## config.mk

```make
export PLATFORM = sky130hd
export DESIGN_NAME = wildcard_byte_pattern_search_core_flat
export DESIGN_NICKNAME = d
export VERILOG_FILES = /design/src/hw/rtl/wbps_pkg.sv /design/src/hw/rtl/wbps_if.sv /design/src/hw/rtl/wildcard_byte_pattern_search_core.sv /design/src/hw/rtl/wbps_cfg.sv /design/src/hw/rtl/wbps_scan.sv /design/src/hw/rtl/wbps_out_buf.sv /design/src/flat_wrapper.sv
export SDC_FILE = /design/constraint.sdc
export NUM_CORES = 2
export LEC_CHECK = 0
export ABC_AREA = 1
export ABC_CLOCK_PERIOD_IN_PS = 14900
export BUFFER_PORTS_ARGS = -buffer_cell sky130_fd_sc_hd__buf_2
export CAP_MARGIN = 5
export CELL_PAD_IN_SITES_DETAIL_PLACEMENT = 1
export CELL_PAD_IN_SITES_GLOBAL_PLACEMENT = 1
export CORE_MARGIN = 2
export CORE_UTILIZATION = 46
export CTS_CLUSTER_SIZE = 10
export DETAILED_ROUTE_END_ITERATION = 7
export PLACE_DENSITY_LB_ADDON = 0.1
export SYNTH_ARGS = -nofsm -noshare
export SYNTH_HDL_FRONTEND = slang
export SYNTH_HIERARCHICAL = 1
export SYNTH_SLANG_ARGS = --single-unit
```

## constraint.sdc

```tcl
create_clock -name i_clk -period 14.9 [get_ports i_clk]
set_input_delay 2.98 -clock i_clk [delete_from_list [all_inputs] [get_ports i_clk]]
set_output_delay 2.98 -clock i_clk [all_outputs]
set_load 0.1 [all_outputs]
```

## src/hw/rtl/wbps_pkg.sv

```systemverilog
package wbps_pkg;

    // scan geometry
    localparam int MAX_PATTERN_DEF = 32;
    localparam int OFFSET_BITS_DEF = 32;
    localparam int PATTERN_BYTES   = 32;
    localparam int BYTE_W          = 8;
    localparam int OFFSET_W        = 32;
    localparam int LEN_W           = 6;
    localparam int MASK_W          = 32;

    // configuration port
    localparam int APB_DATA_W  = 64;
    localparam int APB_ADDR_W  = 6;
    localparam int PWORD_COUNT = 4;

    localparam logic [LEN_W-1:0] LEN_RESET = LEN_W'(1);

    typedef enum logic [2:0] {
        REG_PATTERN_0 = 3'd0,
        REG_PATTERN_1 = 3'd1,
        REG_PATTERN_2 = 3'd2,
        REG_PATTERN_3 = 3'd3,
        REG_WILD_MASK = 3'd4,
        REG_PAT_LEN   = 3'd5
    } t_reg_idx;

    // pattern setup as seen by the scanner
    typedef struct packed {
        logic [PATTERN_BYTES-1:0][BYTE_W-1:0] pattern;
        logic [PATTERN_BYTES-1:0]             wild;
        logic [LEN_W-1:0]                     length;
    } t_cfg;

    typedef struct packed {
        logic                found;
        logic [OFFSET_W-1:0] match_offset;
    } t_result;

endpackage

```

## src/hw/rtl/wbps_if.sv

```systemverilog
interface wbps_in_if import wbps_pkg::*; ();
    logic              valid;
    logic              ready;
    logic [BYTE_W-1:0] data_byte;
    logic              last_byte;

    modport source (output valid, output data_byte, output last_byte, input ready);
    modport sink   (input valid, input data_byte, input last_byte, output ready);
endinterface

interface wbps_out_if import wbps_pkg::*; ();
    logic                valid;
    logic                ready;
    logic                found;
    logic [OFFSET_W-1:0] match_offset;

    modport source (output valid, output found, output match_offset, input ready);
    modport sink   (input valid, input found, input match_offset, output ready);
endinterface

```

## src/hw/rtl/wildcard_byte_pattern_search_core.sv

```systemverilog
// channel   | dir | handshake     | payload
// i_scan    | in  | valid / ready | data_byte[7:0], last_byte
// o_result  | out | valid / ready | found, match_offset[31:0]
// apb cfg   | in  | psel/penable  | paddr[5:0] (reg at 8*i), pwdata/prdata[63:0]
//
// one byte transfer per cycle while ready is high; its result is buffered on that edge
// the masked compare of the whole window runs between the window and the result register
// reset is synchronous: clears count, match flag, buffers; pattern length resets to 1
// a two-entry result buffer sits on the output; i_scan.ready drops only when both are full
module wildcard_byte_pattern_search_core import wbps_pkg::*; #(
    parameter int MAX_PATTERN = MAX_PATTERN_DEF,
    parameter int OFFSET_BITS = OFFSET_BITS_DEF
) (
    input  logic                  i_clk,
    input  logic                  i_rst_n,
    wbps_in_if.sink               i_scan,
    wbps_out_if.source            o_result,
    input  logic                  psel,
    input  logic                  penable,
    input  logic                  pwrite,
    input  logic [APB_ADDR_W-1:0] paddr,
    input  logic [APB_DATA_W-1:0] pwdata,
    output logic [APB_DATA_W-1:0] prdata,
    output logic                  pready
);

    t_cfg    cfg;
    t_result scan_res;
    t_result buf_res;
    logic    scan_valid;
    logic    can_accept;
    logic    accept;

    assign pready       = 1'b1;
    assign i_scan.ready = can_accept;
    assign accept       = i_scan.valid && can_accept;

    // configuration registers
    wbps_cfg u_cfg (
        .i_clk     (i_clk),
        .i_rst_n   (i_rst_n),
        .i_psel    (psel),
        .i_penable (penable),
        .i_pwrite  (pwrite),
        .i_paddr   (paddr),
        .i_pwdata  (pwdata),
        .o_prdata  (prdata),
        .o_cfg     (cfg)
    );

    // window and compare
    wbps_scan #(
        .MAX_PATTERN (MAX_PATTERN),
        .OFFSET_BITS (OFFSET_BITS)
    ) u_scan (
        .i_clk       (i_clk),
        .i_rst_n     (i_rst_n),
        .i_cfg       (cfg),
        .i_accept    (accept),
        .i_data      (i_scan.data_byte),
        .i_last      (i_scan.last_byte),
        .o_res_valid (scan_valid),
        .o_res       (scan_res)
    );

    // result register and skid
    wbps_out_buf u_out_buf (
        .i_clk        (i_clk),
        .i_rst_n      (i_rst_n),
        .i_push       (scan_valid),
        .i_res        (scan_res),
        .o_can_accept (can_accept),
        .o_valid      (o_result.valid),
        .i_ready      (o_result.ready),
        .o_res        (buf_res)
    );

    assign o_result.found        = buf_res.found;
    assign o_result.match_offset = buf_res.match_offset;

endmodule

```

## src/hw/rtl/wbps_cfg.sv

```systemverilog
module wbps_cfg import wbps_pkg::*; (
    input  logic                  i_clk,
    input  logic                  i_rst_n,
    input  logic                  i_psel,
    input  logic                  i_penable,
    input  logic                  i_pwrite,
    input  logic [APB_ADDR_W-1:0] i_paddr,
    input  logic [APB_DATA_W-1:0] i_pwdata,
    output logic [APB_DATA_W-1:0] o_prdata,
    output t_cfg                  o_cfg
);

    logic [APB_DATA_W-1:0] r_pword [PWORD_COUNT];
    logic [MASK_W-1:0]     r_wild;
    logic [LEN_W-1:0]      r_len;
    logic                  wr_en;
    t_reg_idx              reg_idx;

    assign wr_en   = i_psel && i_penable && i_pwrite;
    assign reg_idx = t_reg_idx'(i_paddr[5:3]);

    // register writes
    always_ff @(posedge i_clk) begin
        if (!i_rst_n) begin
            for (int w = 0; w < PWORD_COUNT; w++) begin
                r_pword[w] <= '0;
            end
            r_wild <= '0;
            r_len  <= LEN_RESET;
        end else if (wr_en) begin
            unique case (reg_idx)
                REG_PATTERN_0: r_pword[0] <= i_pwdata;
                REG_PATTERN_1: r_pword[1] <= i_pwdata;
                REG_PATTERN_2: r_pword[2] <= i_pwdata;
                REG_PATTERN_3: r_pword[3] <= i_pwdata;
                REG_WILD_MASK: r_wild     <= i_pwdata[MASK_W-1:0];
                REG_PAT_LEN:   r_len      <= i_pwdata[LEN_W-1:0];
                default: begin
                end
            endcase
        end
    end

    // read back
    always_comb begin
        unique case (reg_idx)
            REG_PATTERN_0: o_prdata = r_pword[0];
            REG_PATTERN_1: o_prdata = r_pword[1];
            REG_PATTERN_2: o_prdata = r_pword[2];
            REG_PATTERN_3: o_prdata = r_pword[3];
            REG_WILD_MASK: o_prdata = APB_DATA_W'(r_wild);
            REG_PAT_LEN:   o_prdata = APB_DATA_W'(r_len);
            default:       o_prdata = '0;
        endcase
    end

    // byte j of the pattern sits in word j/8, little-endian
    always_comb begin
        for (int j = 0; j < PATTERN_BYTES; j++) begin
            o_cfg.pattern[j] = r_pword[j / 8][8 * (j % 8) +: BYTE_W];
        end
        o_cfg.wild   = r_wild;
        o_cfg.length = r_len;
    end

endmodule

```

## src/hw/rtl/wbps_scan.sv

```systemverilog
module wbps_scan import wbps_pkg::*; #(
    parameter int MAX_PATTERN = MAX_PATTERN_DEF,
    parameter int OFFSET_BITS = OFFSET_BITS_DEF
) (
    input  logic              i_clk,
    input  logic              i_rst_n,
    input  t_cfg              i_cfg,
    input  logic              i_accept,
    input  logic [BYTE_W-1:0] i_data,
    input  logic              i_last,
    output logic              o_res_valid,
    output t_result           o_res
);

    localparam int IW = (MAX_PATTERN > 1) ? $clog2(MAX_PATTERN) : 1;
    localparam int LW = 7;
    localparam int CW = (OFFSET_BITS > OFFSET_W) ? OFFSET_BITS : OFFSET_W;
    localparam logic [OFFSET_BITS-1:0] CNT_MAX = '1;

    logic [BYTE_W-1:0]      r_window [MAX_PATTERN];
    logic [BYTE_W-1:0]      win_next [MAX_PATTERN];
    logic [OFFSET_BITS-1:0] r_count;
    logic                   r_matched;
    logic [OFFSET_BITS-1:0] n_count;
    logic [LW-1:0]          len_raw;
    logic [LW-1:0]          len;
    logic [MAX_PATTERN-1:0] pos_ok;
    logic                   can_match;
    logic                   hit_now;
    logic [OFFSET_BITS-1:0] diff;
    logic [CW-1:0]          diff_ext;

    // effective length: zero acts as one, clamp to window depth
    assign len_raw = LW'(i_cfg.length);
    always_comb begin
        if (len_raw == '0) begin
            len = LW'(1);
        end else if (len_raw > LW'(MAX_PATTERN)) begin
            len = LW'(MAX_PATTERN);
        end else begin
            len = len_raw;
        end
    end

    // window after this byte, entry 0 newest
    assign win_next[0] = i_data;
    for (genvar k = 1; k < MAX_PATTERN; k++) begin : g_shift
        assign win_next[k] = r_window[k-1];
    end

    // one masked compare per pattern position
    for (genvar j = 0; j < MAX_PATTERN; j++) begin : g_cmp
        logic [LW-1:0]     idx;
        logic [BYTE_W-1:0] pbyte;
        logic              wild;
        assign idx = len - LW'(j) - LW'(1);
        if (j < PATTERN_BYTES) begin : g_cfgd
            assign pbyte = i_cfg.pattern[j];
            assign wild  = i_cfg.wild[j];
        end else begin : g_zero
            assign pbyte = '0;
            assign wild  = 1'b0;
        end
        assign pos_ok[j] = (LW'(j) >= len) || wild || (win_next[idx[IW-1:0]] == pbyte);
    end

    // saturating byte count and start offset
    assign n_count   = (r_count == CNT_MAX) ? r_count : r_count + OFFSET_BITS'(1);
    assign can_match = !r_matched && (n_count >= OFFSET_BITS'(len));
    assign hit_now   = can_match && (&pos_ok);
    assign diff      = n_count - OFFSET_BITS'(len);
    assign diff_ext  = CW'(diff);

    // result of this transfer
    assign o_res_valid        = i_accept && (hit_now || (i_last && !r_matched));
    assign o_res.found        = hit_now;
    assign o_res.match_offset = hit_now ? diff_ext[OFFSET_W-1:0] : '0;

    // window, no reset needed: only entries written in this region are compared
    always_ff @(posedge i_clk) begin
        if (i_accept) begin
            r_window <= win_next;
        end
    end

    // region state
    always_ff @(posedge i_clk) begin
        if (!i_rst_n) begin
            r_count   <= '0;
            r_matched <= 1'b0;
        end else if (i_accept) begin
            if (i_last) begin
                r_count   <= '0;
                r_matched <= 1'b0;
            end else begin
                r_count   <= n_count;
                r_matched <= r_matched || hit_now;
            end
        end
    end

`ifndef SYNTHESIS
    // only one match per region
    a_single_match: assert property (@(posedge i_clk) disable iff (!i_rst_n)
        r_matched |-> !(o_res_valid && o_res.found))
        else $error("second match reported in one region");

    // region end clears the state
    a_region_clear: assert property (@(posedge i_clk) disable iff (!i_rst_n)
        i_accept && i_last |=> (r_count == '0) && !r_matched)
        else $error("region state not cleared after last byte");
`endif

endmodule

```

## src/hw/rtl/wbps_out_buf.sv

```systemverilog
module wbps_out_buf import wbps_pkg::*; (
    input  logic    i_clk,
    input  logic    i_rst_n,
    input  logic    i_push,
    input  t_result i_res,
    output logic    o_can_accept,
    output logic    o_valid,
    input  logic    i_ready,
    output t_result o_res
);

    logic    r_main_valid;
    logic    r_skid_valid;
    t_result r_main;
    t_result r_skid;
    logic    pop;

    assign pop          = r_main_valid && i_ready;
    assign o_can_accept = !r_skid_valid;
    assign o_valid      = r_main_valid;
    assign o_res        = r_main;

    // result register with skid entry
    always_ff @(posedge i_clk) begin
        if (!i_rst_n) begin
            r_main_valid <= 1'b0;
            r_skid_valid <= 1'b0;
        end else if (pop) begin
            if (r_skid_valid) begin
                r_main       <= r_skid;
                r_skid_valid <= 1'b0;
            end else begin
                r_main_valid <= i_push;
                r_main       <= i_res;
            end
        end else if (i_push) begin
            if (!r_main_valid) begin
                r_main_valid <= 1'b1;
                r_main       <= i_res;
            end else begin
                r_skid_valid <= 1'b1;
                r_skid       <= i_res;
            end
        end
    end

`ifndef SYNTHESIS
    // skid entry never holds data ahead of the main register
    a_skid_order: assert property (@(posedge i_clk) disable iff (!i_rst_n)
        r_skid_valid |-> r_main_valid)
        else $error("skid entry valid while result register empty");

    // a full buffer holds its skid entry while stalled
    a_no_overflow: assert property (@(posedge i_clk) disable iff (!i_rst_n)
        r_skid_valid && !pop |=> r_skid_valid && $stable(r_skid))
        else $error("skid entry lost while stalled");
`endif

endmodule

```

## src/flat_wrapper.sv

```systemverilog
// flat-port wrapper written by rule: the top's interface ports become plain ports
module wildcard_byte_pattern_search_core_flat import wbps_pkg::*;
#(
    parameter int MAX_PATTERN = MAX_PATTERN_DEF,
    parameter int OFFSET_BITS = OFFSET_BITS_DEF
)
  (i_clk, i_rst_n, psel, penable, pwrite, paddr, pwdata, prdata, pready, i_scan_valid, i_scan_data_byte, i_scan_last_byte, i_scan_ready, o_result_valid, o_result_found, o_result_match_offset, o_result_ready);
  wbps_in_if i_scan_i ();
  wbps_out_if o_result_i ();
  input  logic i_clk;
  input  logic i_rst_n;
  input  logic psel;
  input  logic penable;
  input  logic pwrite;
  input  logic [APB_ADDR_W-1:0] paddr;
  input  logic [APB_DATA_W-1:0] pwdata;
  output logic [APB_DATA_W-1:0] prdata;
  output logic pready;
  input wire logic [$bits(i_scan_i.valid)-1:0] i_scan_valid;
  input wire logic [$bits(i_scan_i.data_byte)-1:0] i_scan_data_byte;
  input wire logic [$bits(i_scan_i.last_byte)-1:0] i_scan_last_byte;
  output wire logic [$bits(i_scan_i.ready)-1:0] i_scan_ready;
  output wire logic [$bits(o_result_i.valid)-1:0] o_result_valid;
  output wire logic [$bits(o_result_i.found)-1:0] o_result_found;
  output wire logic [$bits(o_result_i.match_offset)-1:0] o_result_match_offset;
  input wire logic [$bits(o_result_i.ready)-1:0] o_result_ready;
  assign i_scan_i.valid = i_scan_valid;
  assign i_scan_i.data_byte = i_scan_data_byte;
  assign i_scan_i.last_byte = i_scan_last_byte;
  assign i_scan_ready = i_scan_i.ready;
  assign o_result_valid = o_result_i.valid;
  assign o_result_found = o_result_i.found;
  assign o_result_match_offset = o_result_i.match_offset;
  assign o_result_i.ready = o_result_ready;
  wildcard_byte_pattern_search_core #(.MAX_PATTERN(MAX_PATTERN), .OFFSET_BITS(OFFSET_BITS)) u_core (.i_clk(i_clk), .i_rst_n(i_rst_n), .i_scan(i_scan_i), .o_result(o_result_i), .psel(psel), .penable(penable), .pwrite(pwrite), .paddr(paddr), .pwdata(pwdata), .prdata(prdata), .pready(pready));
endmodule
```

==> results.toml <==
[global_route]
antenna_found_initial = 20
grt_usage = 0.485
grt_pass1_wl_um = 395000
grt_max_degree = 126
grt_pass1_vias = 56900
overflow = 0

[routing]
drc = 0
drt-initial-drc-count = 8366
viasPerCell = 6.33
drtAntennaViolNets = 0
drt_first_pass_iters = 6
wire_per_inst_um = 30.1
routed_wl_um = 281000
num_vias = 59200

[critical_path]
slowest_stage = "nor2_4"
critPathRequiredTime_ns = 11.92
reg2reg_depth = 23
crit_path_end = "prdata[53]"
crit_path_start = "paddr[4]"
crit_family = "buffers and inverters"
r2r-end = "u_core/u_out_buf/o_res[8]"
start_kind = "input port"
r2r_start = "u_core/u_cfg/r_len[5]"
critPathMostFrequentCell = "nand2_1"
r2r_slack_ns = 5.91
cp_slowest_stage_delay_ns = 0.75
cp-end-kind = "primary output"
critPathKind = "input port to primary output"
crit_arrival_ns = 6.65
crit_chain = "buf_2, inv_2, nand2_2, nor2_4, buf_4, nand2_1, nand2_1, inv_1, nand2_1, buf_2"
cp.depth = 10
crit_buf_inv = 5
cp_max_fo = 34

[synthesis]
synth_edf_count = 570
syn_inst = 7884
synth_nets = 7987
yosysWarnings = 6
ys.flop_type = "edfxtp_1"
synthArstFlopShare = 0
ys_seq_area_frac = 0.365
synth_seq_cells = 643
syn_area_per_cell_um2 = 6.45
syn_area_um2 = 50900
synthDistinctLibCells = 55

[clocking]
cts_resized = 0
numCtsBuffers = 82
cts_buffer_depth = 3
cts.clk_slew.worst_paths_ns = 0.07
clk_latency_ns = 0.70
cts_tree = "yes"
post_cts_buffers = 0
clkSinkCount = 643
post_cts_hold_buffer_count = 0
htreeDepth = 3
root_buffer = "clkbuf_16"

[timing]
tightest_slew_ns = 1.25
finalCritPeriodShare = 0.646
tns_ns = 0
hold_viol = 0
rsz0062_at_grt = "no"
finalSetupViolCount = 0
drv_slew = 0
clock_skew_ns = 0.0313
worst_slack_ns = 5.27
layout_min_cycle_time_ns = 9.63
slew_headroom = 0.166
clock.fmax_mhz = 104

[placement]
pre_cts_slack_ns = 5.49
hpwlAfterDp_um = 213000
post_dp_cell_area_um2 = 52500
portBuffers = 181
place_congestion = 1.08

[floorplanning]
ioPinCount = 186
die_h_um = 337
start_util = 0.465
coreArea_um2 = 109000
die_width_um = 337
placementRows = 121
die_area_um2 = 113000

[power]
p_clk_frac = 0.356
switchingPower_w = 0.00202
pwr-share-comb = 0.246
intPower_w = 0.00348
pwr_density_cell_nw_per_um2 = 100
p_sw_frac = 0.367
total_leakage_power_nw = 26.3
p_seq_frac = 0.397
peakVddDrop_uv = 106

[final_layout]
area_delta_synth_final_pct = 8.13
stdcell_area_um2 = 55000
drive_above_1_share = 0.0601
fin_nets = 7908

[run_status]
status = "completed"

[flow_run]
drv_cap = 0

[hold_path]
hp-class = "flop to flop"
-- layout by cell type, fill, tap and decap left out, types with 9 or more instances in the layout --
master        n
clkbuf_16    84
xor2_1       53
inv_1       627
nor3_1       35
nand3b_1    108
nand2_1    2803
nand2_2      19
nor2_1      644
buf_2       181
edfxtp_1    570
ha_1         16
nand4_1      88
diode_2      14
o21ai_0      84
nor2_2       10
xnor2_1      36
o21ai_1      28
dfxtp_1      73
nand2_4       9
nand3_1    2024
a21o_1       11
inv_2        16
clkinv_1     14
buf_4        85
nor2_4        9
clkbuf_1     31
a21oi_1     108
-- worst min path at each step --
stage               cells past startpoint                     endpoint                         from  slack [ns]
global placement                        0  u_core/u_scan/r_window[192]  u_core/u_scan/r_window[200]        0.43
global route                            0  u_core/u_scan/r_window[210]  u_core/u_scan/r_window[218]        0.44
CTS                                     0  u_core/u_scan/r_window[210]  u_core/u_scan/r_window[218]        0.44
finish                                  0  u_core/u_scan/r_window[210]  u_core/u_scan/r_window[218]        0.44
detailed placement                      0   u_core/u_scan/r_window[62]   u_core/u_scan/r_window[70]        0.43
floorplan                               0  u_core/u_scan/r_window[112]  u_core/u_scan/r_window[120]        0.43
-- area by class of cell --
class                      count  area [µm²]
clock inverter                25         249
multi-input combinational   6159       28000
sequential                   643       18600
timing repair buffer         267        1560
antenna                       14        35.0
clock buffer                 118        2260
inverter                     652        2460
fill                       14800       54300
tap                         1476        1850
-- power by group through the flow --
stage | combinational, W | clock, W | sequential, W
final | 0.00136 | 0.00196 | 0.00219
after global routing | 0.00142 | 0.00202 | 0.00219
after CTS | 0.00130 | 0.00196 | 0.00218
after detailed placement | 0.00129 | 0 | 0.00221
after global placement | 0.00125 | 0 | 0.00221
after floorplan | 0.000821 | 0 | 0.00218
-- logic make-up after synthesis --
group | share of synthesized area
compound gates | 0.0288
xor+xnor | 0.0195
fa+ha+maj | 0.00418
buf+inv | 0.0875
flops | 0.365
other cells | 0.0000737
simple gates | 0.495
-- worst reg2reg max path, cell delays in order, from the launching register on --
cell	delay (ns)
dfxtp_1	0.50
nor2_4	0.52
nand3_4	0.55
nand2_4	0.53
buf_4	0.74
buf_4	0.82
o21ai_0	0.45
o21ai_1	0.67
nand2_1	0.16
nand3_1	0.15
nand3_1	0.12
nand3_1	0.12
nand4_1	0.20
nor2_1	0.15
nand2_1	0.35
nand2_1	0.21
nand2_1	0.08
nor2_1	0.19
nand2_1	0.10
nor2_2	0.19
nand4_1	0.34
o31ai_1	0.28
nand2_1	0.20
a21oi_4	0.93
-- synth_stat cells (61+ instances only) --
library cell	instances	share of area
buf_1	61	0.0045
nand4_1	88	0.011
edfxtp_1	570	0.34
a21oi_1	109	0.011
o21ai_0	85	0.0084
dfxtp_1	73	0.029
clkbuf_1	175	0.013
nand3_1	2024	0.20
nor2_1	647	0.048
nand2_1	2813	0.21
nand3b_1	108	0.016
buf_2	151	0.015
inv_1	629	0.046
-- registers in the layout, summed over array words and instances, names as in the netlist --
name and count:
u_core/u_scan/r_window 248, u_core/u_cfg/r_pword 256, u_core/u_scan/r_count 32, u_core/u_cfg/r_len 6, u_core/u_out_buf/r_skid 33, u_core/u_scan/r_matched 1
u_core/u_cfg/r_wild 32, u_core/u_out_buf/r_skid_valid 1, u_core/u_out_buf/o_valid 1, u_core/u_out_buf/o_res 33
-- per-stage QoR --
step	util	total power, W	hold WS (ns)	cells
5_1_grt	0.503	0.00563	0.442	9347
3_5_place_dp	0.480	0.00350	0.435	9197
6_report	0.503	0.00550	0.441	9354
2_1_floorplan	-	0.00300	0.426	7884
4_1_cts	0.503	0.00543	0.441	9340
3_3_place_gp	0.480	0.00346	0.427	9197
-- routing by layer --
layer / up-vias / part of all wire / global-route usage
met5: - / 0.00021 / 0
met4: 10 / 0.11 / 0.432
li1: 25800 / - / -
met1: 28800 / 0.36 / 0.586
met3: 910 / 0.12 / 0.132
met2: 3720 / 0.41 / 0.708
Note: power is estimated with default switching activity, not from simulation.
